**src/sv/projective_pixel_address_map_top_macros.svh**
```systemverilog
// Assertion macros shared by the projective pixel address map modules.
`ifndef PROJECTIVE_PIXEL_ADDRESS_MAP_TOP_MACROS_SVH
`define PROJECTIVE_PIXEL_ADDRESS_MAP_TOP_MACROS_SVH
// Implication checked on every clock edge outside reset.
`define PPAM_ASSERT_IMP(label, clk, rst_n, ante, cons) \
    label: assert property (@(posedge clk) disable iff (!rst_n) (ante) |-> (cons)) \
        else $error("assertion failed");
// Next-cycle implication checked outside reset.
`define PPAM_ASSERT_NEXT(label, clk, rst_n, ante, cons) \
    label: assert property (@(posedge clk) disable iff (!rst_n) (ante) |=> (cons)) \
        else $error("assertion failed");
`endif

```
**src/sv/ppam_pkg.sv**
```systemverilog
// Package with types, widths and constants for the projective pixel address map.
package ppam_pkg;
    localparam int COORD_BITS = 12;
    localparam int FRAC_BITS  = 32;
    localparam int COEF_BITS  = 48;
    localparam int IDX_BITS   = 3;
    localparam int NUM_COEF   = 8;
    // Product and sum widths: coef * coord, plus two guard bits for the 3-term sum.
    localparam int PROD_BITS  = COEF_BITS + COORD_BITS + 1;
    localparam int SUM_BITS   = PROD_BITS + 2;
    localparam int MAG_BITS   = SUM_BITS;
    localparam int Q_BITS     = 16;
    localparam int REM_BITS   = MAG_BITS + 1;

    localparam logic [IDX_BITS-1:0] IDX_XX = 3'd0;
    localparam logic [IDX_BITS-1:0] IDX_XY = 3'd1;
    localparam logic [IDX_BITS-1:0] IDX_XC = 3'd2;
    localparam logic [IDX_BITS-1:0] IDX_YX = 3'd3;
    localparam logic [IDX_BITS-1:0] IDX_YY = 3'd4;
    localparam logic [IDX_BITS-1:0] IDX_YC = 3'd5;
    localparam logic [IDX_BITS-1:0] IDX_WX = 3'd6;
    localparam logic [IDX_BITS-1:0] IDX_WY = 3'd7;

    localparam logic signed [COEF_BITS-1:0] COEF_ONE =
        COEF_BITS'(64'd1 << FRAC_BITS);

    typedef struct packed {
        logic [11:0] out_col;
        logic [11:0] out_row;
    } t_in_word;

    typedef struct packed {
        logic signed [15:0] src_col;
        logic signed [15:0] src_row;
        logic               map_fault;
    } t_out_word;

    typedef struct packed {
        logic signed [COEF_BITS-1:0] xx, xy, xc, yx, yy, yc, wx, wy;
    } t_coef_set;

    // Sign of one quotient job, plus special-case flags.
    typedef struct packed {
        logic neg;
        logic num_neg;
        logic num_zero;
        logic den_zero;
        logic ovf;
    } t_div_ctl;
endpackage

```
**src/sv/ppam_div.sv**
```systemverilog
// Pipelined restoring divider: one quotient bit per stage, with saturation.
module ppam_div (
    input  logic                                i_clk,
    input  logic                                i_rst_n,
    input  logic                                i_valid,
    input  logic signed [ppam_pkg::SUM_BITS-1:0] i_num,
    input  logic signed [ppam_pkg::SUM_BITS-1:0] i_den,
    output logic                                o_valid,
    output logic signed [15:0]                  o_quo,
    output logic                                o_fault
);
    import ppam_pkg::*;
    `include "projective_pixel_address_map_top_macros.svh"

    localparam int NST = Q_BITS;

    logic                r_v0;
    logic [MAG_BITS-1:0] r_nm0, r_dm0;
    t_div_ctl            r_c0;

    logic [NST:0]                 r_v;
    logic [REM_BITS-1:0]          r_rem [NST+1];
    logic [MAG_BITS-1:0]          r_dm  [NST+1];
    logic [Q_BITS-1:0]            r_q   [NST+1];
    t_div_ctl                     r_c   [NST+1];

    logic                r_vo;
    logic signed [15:0]  r_quo;
    logic                r_flt;

    logic [MAG_BITS-1:0] n_nm, n_dm;
    logic                n_ovf;

    // Take magnitudes.
    always_comb begin
        n_nm  = i_num[SUM_BITS-1] ? MAG_BITS'(-i_num) : MAG_BITS'(i_num);
        n_dm  = i_den[SUM_BITS-1] ? MAG_BITS'(-i_den) : MAG_BITS'(i_den);
        n_ovf = 1'b0;
    end

    always_ff @(posedge i_clk) begin
        r_nm0 <= n_nm;
        r_dm0 <= n_dm;
        r_c0  <= '{neg:      i_num[SUM_BITS-1] ^ i_den[SUM_BITS-1],
                   num_neg:  i_num[SUM_BITS-1],
                   num_zero: (i_num == '0),
                   den_zero: (i_den == '0),
                   ovf:      n_ovf};
    end

    // Overflow test: numerator >= den << 16, then seed the bit stages.
    always_ff @(posedge i_clk) begin
        r_rem[0] <= REM_BITS'(r_nm0);
        r_dm[0]  <= r_dm0;
        r_q[0]   <= '0;
        r_c[0]   <= '{neg:      r_c0.neg,
                      num_neg:  r_c0.num_neg,
                      num_zero: r_c0.num_zero,
                      den_zero: r_c0.den_zero,
                      ovf:      ({16'd0, r_nm0} >= {r_dm0, 16'd0})};
    end

    // One quotient bit per stage, MSB first.
    for (genvar g = 0; g < NST; g++) begin : g_bit
        localparam int SH = NST - 1 - g;
        logic [REM_BITS+Q_BITS-1:0] w_t;
        assign w_t = {{(Q_BITS+1){1'b0}}, r_dm[g]} << SH;
        always_ff @(posedge i_clk) begin
            r_dm[g+1] <= r_dm[g];
            r_c[g+1]  <= r_c[g];
            if ({{Q_BITS{1'b0}}, r_rem[g]} >= w_t) begin
                r_rem[g+1] <= REM_BITS'({{Q_BITS{1'b0}}, r_rem[g]} - w_t);
                r_q[g+1]   <= r_q[g] | (Q_BITS'(1) << SH);
            end else begin
                r_rem[g+1] <= r_rem[g];
                r_q[g+1]   <= r_q[g];
            end
        end
    end

    // Advance valid bits.
    always_ff @(posedge i_clk) begin
        if (!i_rst_n) begin
            r_v0 <= 1'b0;
            r_v  <= '0;
            r_vo <= 1'b0;
        end else begin
            r_v0 <= i_valid;
            r_v  <= {r_v[NST-1:0], r_v0};
            r_vo <= r_v[NST];
        end
    end

    // Apply sign and saturate.
    always_ff @(posedge i_clk) begin
        if (r_c[NST].den_zero) begin
            r_flt <= 1'b1;
            r_quo <= r_c[NST].num_zero ? 16'sd0 :
                     (r_c[NST].num_neg ? -16'sd32768 : 16'sd32767);
        end else if (r_c[NST].ovf) begin
            r_flt <= 1'b1;
            r_quo <= r_c[NST].neg ? -16'sd32768 : 16'sd32767;
        end else if (r_c[NST].neg) begin
            r_flt <= (r_q[NST] > 16'h8000);
            r_quo <= (r_q[NST] > 16'h8000) ? -16'sd32768 : $signed(16'(-r_q[NST]));
        end else begin
            r_flt <= (r_q[NST] > 16'h7FFF);
            r_quo <= (r_q[NST] > 16'h7FFF) ? 16'sd32767 : $signed(r_q[NST]);
        end
    end

    assign o_valid = r_vo;
    assign o_quo   = r_quo;
    assign o_fault = r_flt;

    `PPAM_ASSERT_NEXT(a_div_pass, i_clk, i_rst_n, r_v[NST], o_valid)
    `PPAM_ASSERT_IMP(a_div_zero, i_clk, i_rst_n, o_valid && $past(r_c[NST].den_zero), o_fault)
    `PPAM_ASSERT_IMP(a_div_rem, i_clk, i_rst_n, r_v[NST] && !r_c[NST].ovf && !r_c[NST].den_zero,
        r_rem[NST] < REM_BITS'(r_dm[NST]))
endmodule

```
**config.mk**
```make
export PLATFORM = sky130hd
export DESIGN_NAME = ppam_div
export DESIGN_NICKNAME = d
export VERILOG_FILES = /design/src/sv/ppam_pkg.sv /design/src/sv/ppam_div.sv
export VERILOG_INCLUDE_DIRS = /design/src /design/src/sv
export SDC_FILE = /design/constraint.sdc
export NUM_CORES = 2
export LEC_CHECK = 0
export ABC_CLOCK_PERIOD_IN_PS = 5550
export BUFFER_PORTS_ARGS = -buffer_cell sky130_fd_sc_hd__buf_2
export CAP_MARGIN = 15
export CORE_UTILIZATION = 50
export DETAILED_ROUTE_END_ITERATION = 8
export GPL_TIMING_DRIVEN = 0
export PLACE_DENSITY = 0.66
export SLEW_MARGIN = 40
export SYNTH_ARGS = -nofsm -noshare
export SYNTH_HDL_FRONTEND = slang
export SYNTH_SLANG_ARGS = --single-unit
```
**constraint.sdc**
```tcl
create_clock -name i_clk -period 5.55 [get_ports i_clk]
set_input_delay 0.8325 -clock i_clk [delete_from_list [all_inputs] [get_ports i_clk]]
set_output_delay 0.8325 -clock i_clk [all_outputs]
set_load 0.02 [all_outputs]
```
* Word-level counts from Yosys, hierarchy flattened *
Memory sizes are Yosys's and may differ from the RTL's.
Index checks and enable logic that the tools add are counted.

word-level totals
  bits in writable memories = 2516
  register bits = 166
  memories = 4
  output and inout bits = 18
  bits of input ports = 129
  logic and storage cells = 182

memory list
  memory  words  width  read ports  clocked after memory_dff  wr ports  line            RTL
  r_rem   17     64     16          0                         17        ppam_div.sv:22  logic [REM_BITS-1:0] r_rem [NST+1];
  r_dm    17     63     16          0                         17        ppam_div.sv:23  logic [MAG_BITS-1:0] r_dm [NST+1];
  r_q     17     16     17          0                         17        ppam_div.sv:24  logic [Q_BITS-1:0] r_q [NST+1];
  r_c     17     5      17          0                         17        ppam_div.sv:25  t_div_ctl r_c [NST+1];

cells by class
  add/sub/neg operators = 19
  order comparisons = 19
  reductions and logical operators = 3
  muxes and demuxes = 91
  bitwise logic cells = 33

operator list
  kind                                                            number
  64-bit 2-to-1 mux                                               16
  64-bit subtractor                                               15
  16-bit 2-to-1 mux                                               24
  63-bit logical NOT                                              2
  63-bit negation                                                 2
  62-bit 2-to-1 mux                                               2
  63-bit by 79-bit greater-or-equal comparator with 1-bit output  1
  64-bit by 78-bit greater-or-equal comparator with 1-bit output  1
  64-bit by 77-bit greater-or-equal comparator with 1-bit output  1
  64-bit by 76-bit greater-or-equal comparator with 1-bit output  1
  64-bit by 75-bit greater-or-equal comparator with 1-bit output  1
  64-bit by 74-bit greater-or-equal comparator with 1-bit output  1
  64-bit by 73-bit greater-or-equal comparator with 1-bit output  1
  64-bit by 72-bit greater-or-equal comparator with 1-bit output  1
  64-bit by 71-bit greater-or-equal comparator with 1-bit output  1
  64-bit by 70-bit greater-or-equal comparator with 1-bit output  1
  64-bit by 69-bit greater-or-equal comparator with 1-bit output  1
  64-bit by 68-bit greater-or-equal comparator with 1-bit output  1
  64-bit by 67-bit greater-or-equal comparator with 1-bit output  1
  64-bit by 66-bit greater-or-equal comparator with 1-bit output  1
  64-bit by 65-bit greater-or-equal comparator with 1-bit output  1
  64-bit by 63-bit greater-or-equal comparator with 1-bit output  1
  64-bit greater-or-equal comparator                              1
  64-bit by 63-bit subtractor with 64-bit output                  1
  7 further kinds                                                 86

* Depth between registers and ports, before layout *
An unclocked memory read counts as a cell.

  depth in word-level cells = 6
  gate-level depth with buffers = 17
  depth with buffers taken out = 16

* Worst setup path after synthesis *
OpenSTA, ideal clock, no wires.

  path kind = input port to flip-flop
  from = input i_num[6] (netlist name)
  to = register r_nm0[57]
  required time = 5.478 ns
  buffers on the path = 1
  data arrival time = 4.987 ns
  stages on the path = 13
  path slack = 0.491 ns
  setup time = 0.072 ns
  cell sequence = or4_4 -> nor4_2 -> nand2_1 -> or3_4 -> or4_4 -> buf_6 -> or3_4 -> or3_4 -> or4_1 -> or4_4 -> or4_4 -> o41ai_4 -> xnor2_1

between the ends
  word-level cells in the longest chain between the ends = 2

RTL lines
  what                  line            RTL
  from (decl)           ppam_div.sv:6   input logic signed [ppam_pkg::SUM_BITS-1:0] i_num,
  63-bit negation       ppam_div.sv:36  n_nm = i_num[SUM_BITS-1] ? MAG_BITS'(-i_num) : MAG_BITS'(i_num);
  62-bit 2-to-1 mux     ppam_div.sv:36
  named net n_nm[57]    ppam_div.sv:31  logic [MAG_BITS-1:0] n_nm, n_dm;
  to (signal assigned)  ppam_div.sv:42  r_nm0 <= n_nm;
  to (decl)             ppam_div.sv:18  logic [MAG_BITS-1:0] r_nm0, r_dm0;

The timed path passes the listed nets, and every way through them passes these cells.
A chain may end at the register's enable or synchronous reset.

==> results by group <==
Outcome
  – Outcome: complete, no violations

Clock network
  – Bufs on Longest Clock Path: 3
  – Worst-path clk slew: 70 ps
  – Clk sinks: 2,418
  – CTS Buf Count: 240
  – CTS tree: done
  – Later-pin clock latency in the skew report: 940 ps
  – H-tree Lvls: 4
  – Clk root buf: clkbuf_16

STA
  – Fmax: 183 MHz
  – Relative slew slack: 0.289
  – Unrepaired setup endpoints after global routing: no
  – Worst slew pin tran: 1050 ps
  – Slew Viols, Final: 0
  – Hold Slack: 104 ps
  – Final Setup Violations: 0
  – Fin. Hold Viols: 0
  – Fraction of the cycle the final worst path needs: 0.983
  – Final clock skew: 119 ps
  – Minimum clock period: 5450 ps

Final layout
  – Fin area: 0.128 mm2
  – Nets: 13,900
  – Ratio of cells with drive above 1 in the final layout: 0.0954
  – Finished Layout Cells: 16,100
  – Filler cell count: 20,000
  – Area growth, synth to finish: 12.1%

Power and ir drop
  – Total power: 0.0581 W
  – P per Cell Area: 454 mW/mm2
  – Maximum VDD drop: 0.333 mV
  – Leakage power total: 58.8 nW

Global route
  – First-pass GRT wire length: 547,000 um
  – Global router's overall resource usage: 0.312
  – Remaining Overflow, GRT: 0
  – Vias in the first global route: 89,500
  – Initial antenna violation count: 27
  – Largest net degree at the start of global routing: 26

Yosys
  – Asr flop ratio synth: 0
  – Register bit count reported by yosys: 2,418
  – Post-synth EDFFs: 0
  – Syn_nets: 13,500
  – Register area share after synthesis: 0.424
  – Warning count from the yosys run: 0
  – Avg Inst Size Synth: 9.19 um2
  – Top FF cell, synth: dfxtp_1
  – Unique cell type count in the Yosys netlist: 82
  – Synth Cell Area: 0.114 mm2
  – Gate Count Post-Synth: 12,400

Routing
  – Final wirelength: 370,000 um
  – Vias: 90,900
  – DRC marker count from the first detailed-route iteration: 6,394
  – Vias per cell: 5.66
  – Wire per inst: 23.0 um
  – 1st-pass router iterations: 6
  – Antenna Nets Post-Route: 0
  – DRC errors left: 0

Floorplanning
  – Die W: 480 um
  – Die Y: 480 um
  – IO Pins: 147
  – CORE AREA: 0.226 mm2
  – # rows: 174
  – Die area: 0.230 mm2
  – Initial Util: 0.505

Placed design
  – DP Area: 0.119 mm2
  – IO Port Bufs: 145
  – Placed wire-length estimate: 303,000 um
  – Placed instance count: 15,600
  – Routability cong.: 1.00

Setup path
  – CP endpoint kind: flop
  – WS Path Type: flop to flop
  – CP Launch Type: flop
  – Crit Path Max Fanout: 11
  – Worst EP arrival: 6140 ps
  – R2R setup slack: 100 ps
  – Worst path required time: 6240 ps

Run
  – Max-Cap Viols: 0

Min path
  – Hold WC Path Type: primary input to flop
[metal layers]
layer	part of all wire	GRT usage
met3	0.048	0.0390
met5	0.00015	0
met4	0.071	0.192
met2	0.46	0.528
met1	0.42	0.376
[metrics by stage]
| step | TNS, ps | util | worst slack, ps |
|---|---|---|---|
| 2_1_floorplan | 0 | - | 491 |
| 3_3_place_gp | -353890 | 0.525 | -1930 |
| 3_5_place_dp | -68080 | 0.526 | -902 |
| 4_1_cts | 0 | 0.565 | 43.7 |
| 5_1_grt | 0 | 0.566 | 10.1 |
| 6_report | 0 | 0.566 | 96.7 |
[power by group]
part	total [W]	leakage [nW]	switching, W	internal, W
Sequential	0.0216	20.3	0.00191	0.0197
Clock	0.0172	4.16	0.00725	0.00997
Combinational	0.0192	34.3	0.0115	0.00770
Total	0.0581	58.8	0.0207	0.0374
[cell type report]
type | count | area (um2) | area share
diodes | 49 | 123 | 0.000959
plain buffers | 440 | 1740 | 0.0136
well taps | 2992 | 3740 | 0.0293
inverters | 1188 | 4460 | 0.0349
clock inverters | 131 | 1880 | 0.0147
clock buffers | 323 | 6800 | 0.0532
flip-flops and latches | 2418 | 48400 | 0.379
repair buffers | 158 | 855 | 0.00668
multi-input cells | 8369 | 59800 | 0.468
[cells by family (layout without fill, tap and decap cells)]
family          Yosys count  in the layout  synth area share
compound gates         3355           3355             0.184
xor+xnor                891            891            0.0684
fa+ha+maj               967            967             0.107
buf+inv                1632           2240            0.0538
flops                  2418           2418             0.424
mux                     489            489            0.0479
other cells               0             49                 0
simple gates           2667           2667             0.114
[flip-flops by register name (all words and copies together), names as in the netlist]
register,flops
r_rem,1023
r_dm,1008
r_q,136
r_c,85
r_dm0,63
r_nm0,63
r_v,17
o_quo,16
r_c0,4
o_fault,1
o_valid,1
r_v0,1
[worst max-delay path, cell delays in order (launching register included)]
cell and delay, ps:
dfxtp_1 420, inv_1 70, ha_1 270, clkbuf_1 290, nand2_1 340, nor4_2 820
nand3_1 350, nor4_1 350, nand4_1 260, o21a_1 280, o21ai_0 150, a31o_2 480
clkbuf_2 450, clkbuf_1 470, a21oi_1 240
[what timing repair did]
action                     in CTS  in global routing
cloned                          0                  0
setup buffers                   0                  2
pin swaps                       1                  2
hold buffers                    3                  0
setup endpoints to repair     316                243
hold endpoints to repair        3                  0
resized for setup              29                 33
[final timing paths]
check,from,end,cells past startpoint
min reg2reg,r_q[15][1],r_q[16][1],0
min,i_den[61],r_c0[1],2
max,r_dm[0][784],r_rem[13][51],14
max reg2reg,r_dm[0][784],r_rem[13][51],14
[Yosys cell counts, types with 33 or more instances]
cell type / count / share of area
a211oi_1: 59 / 0.0039
a21o_1: 613 / 0.040
a21oi_1: 1067 / 0.047
a31o_2: 33 / 0.0025
a31oi_1: 101 / 0.0055
and2_1: 56 / 0.0031
and3_1: 92 / 0.0050
clkbuf_1: 422 / 0.014
dfxtp_1: 2418 / 0.42
ha_1: 952 / 0.10
inv_1: 1188 / 0.039
mux2_2: 459 / 0.045
nand2_1: 815 / 0.027
nand2b_1: 110 / 0.0060
nand3_1: 193 / 0.0085
nand4_1: 245 / 0.013
nor2_1: 600 / 0.020
nor2b_1: 128 / 0.0070
nor3_1: 113 / 0.0050
nor4_1: 93 / 0.0051
o211ai_1: 40 / 0.0026
o21a_1: 98 / 0.0064
o21ai_0: 770 / 0.034
o21bai_1: 131 / 0.0086
o31ai_1: 96 / 0.0063
or2_2: 39 / 0.0021
or3_1: 51 / 0.0028
or4_1: 38 / 0.0025
xnor2_1: 574 / 0.044
xor2_1: 317 / 0.024
[layout by cell type, fill, tap and decap left out, drive strengths merged, types with 317 or more instances in the layout]
cell type | Yosys | layout
a21o | 613 | 613
mux2 | 459 | 459
clkbuf | 422 | 744
nand2 | 815 | 815
a21oi | 1067 | 1067
xnor2 | 574 | 574
xor2 | 317 | 317
inv | 1188 | 1200
nor2 | 600 | 600
dfxtp | 2418 | 2418
o21ai | 774 | 774
ha | 952 | 952
Power figures use the tool's default switching activity.
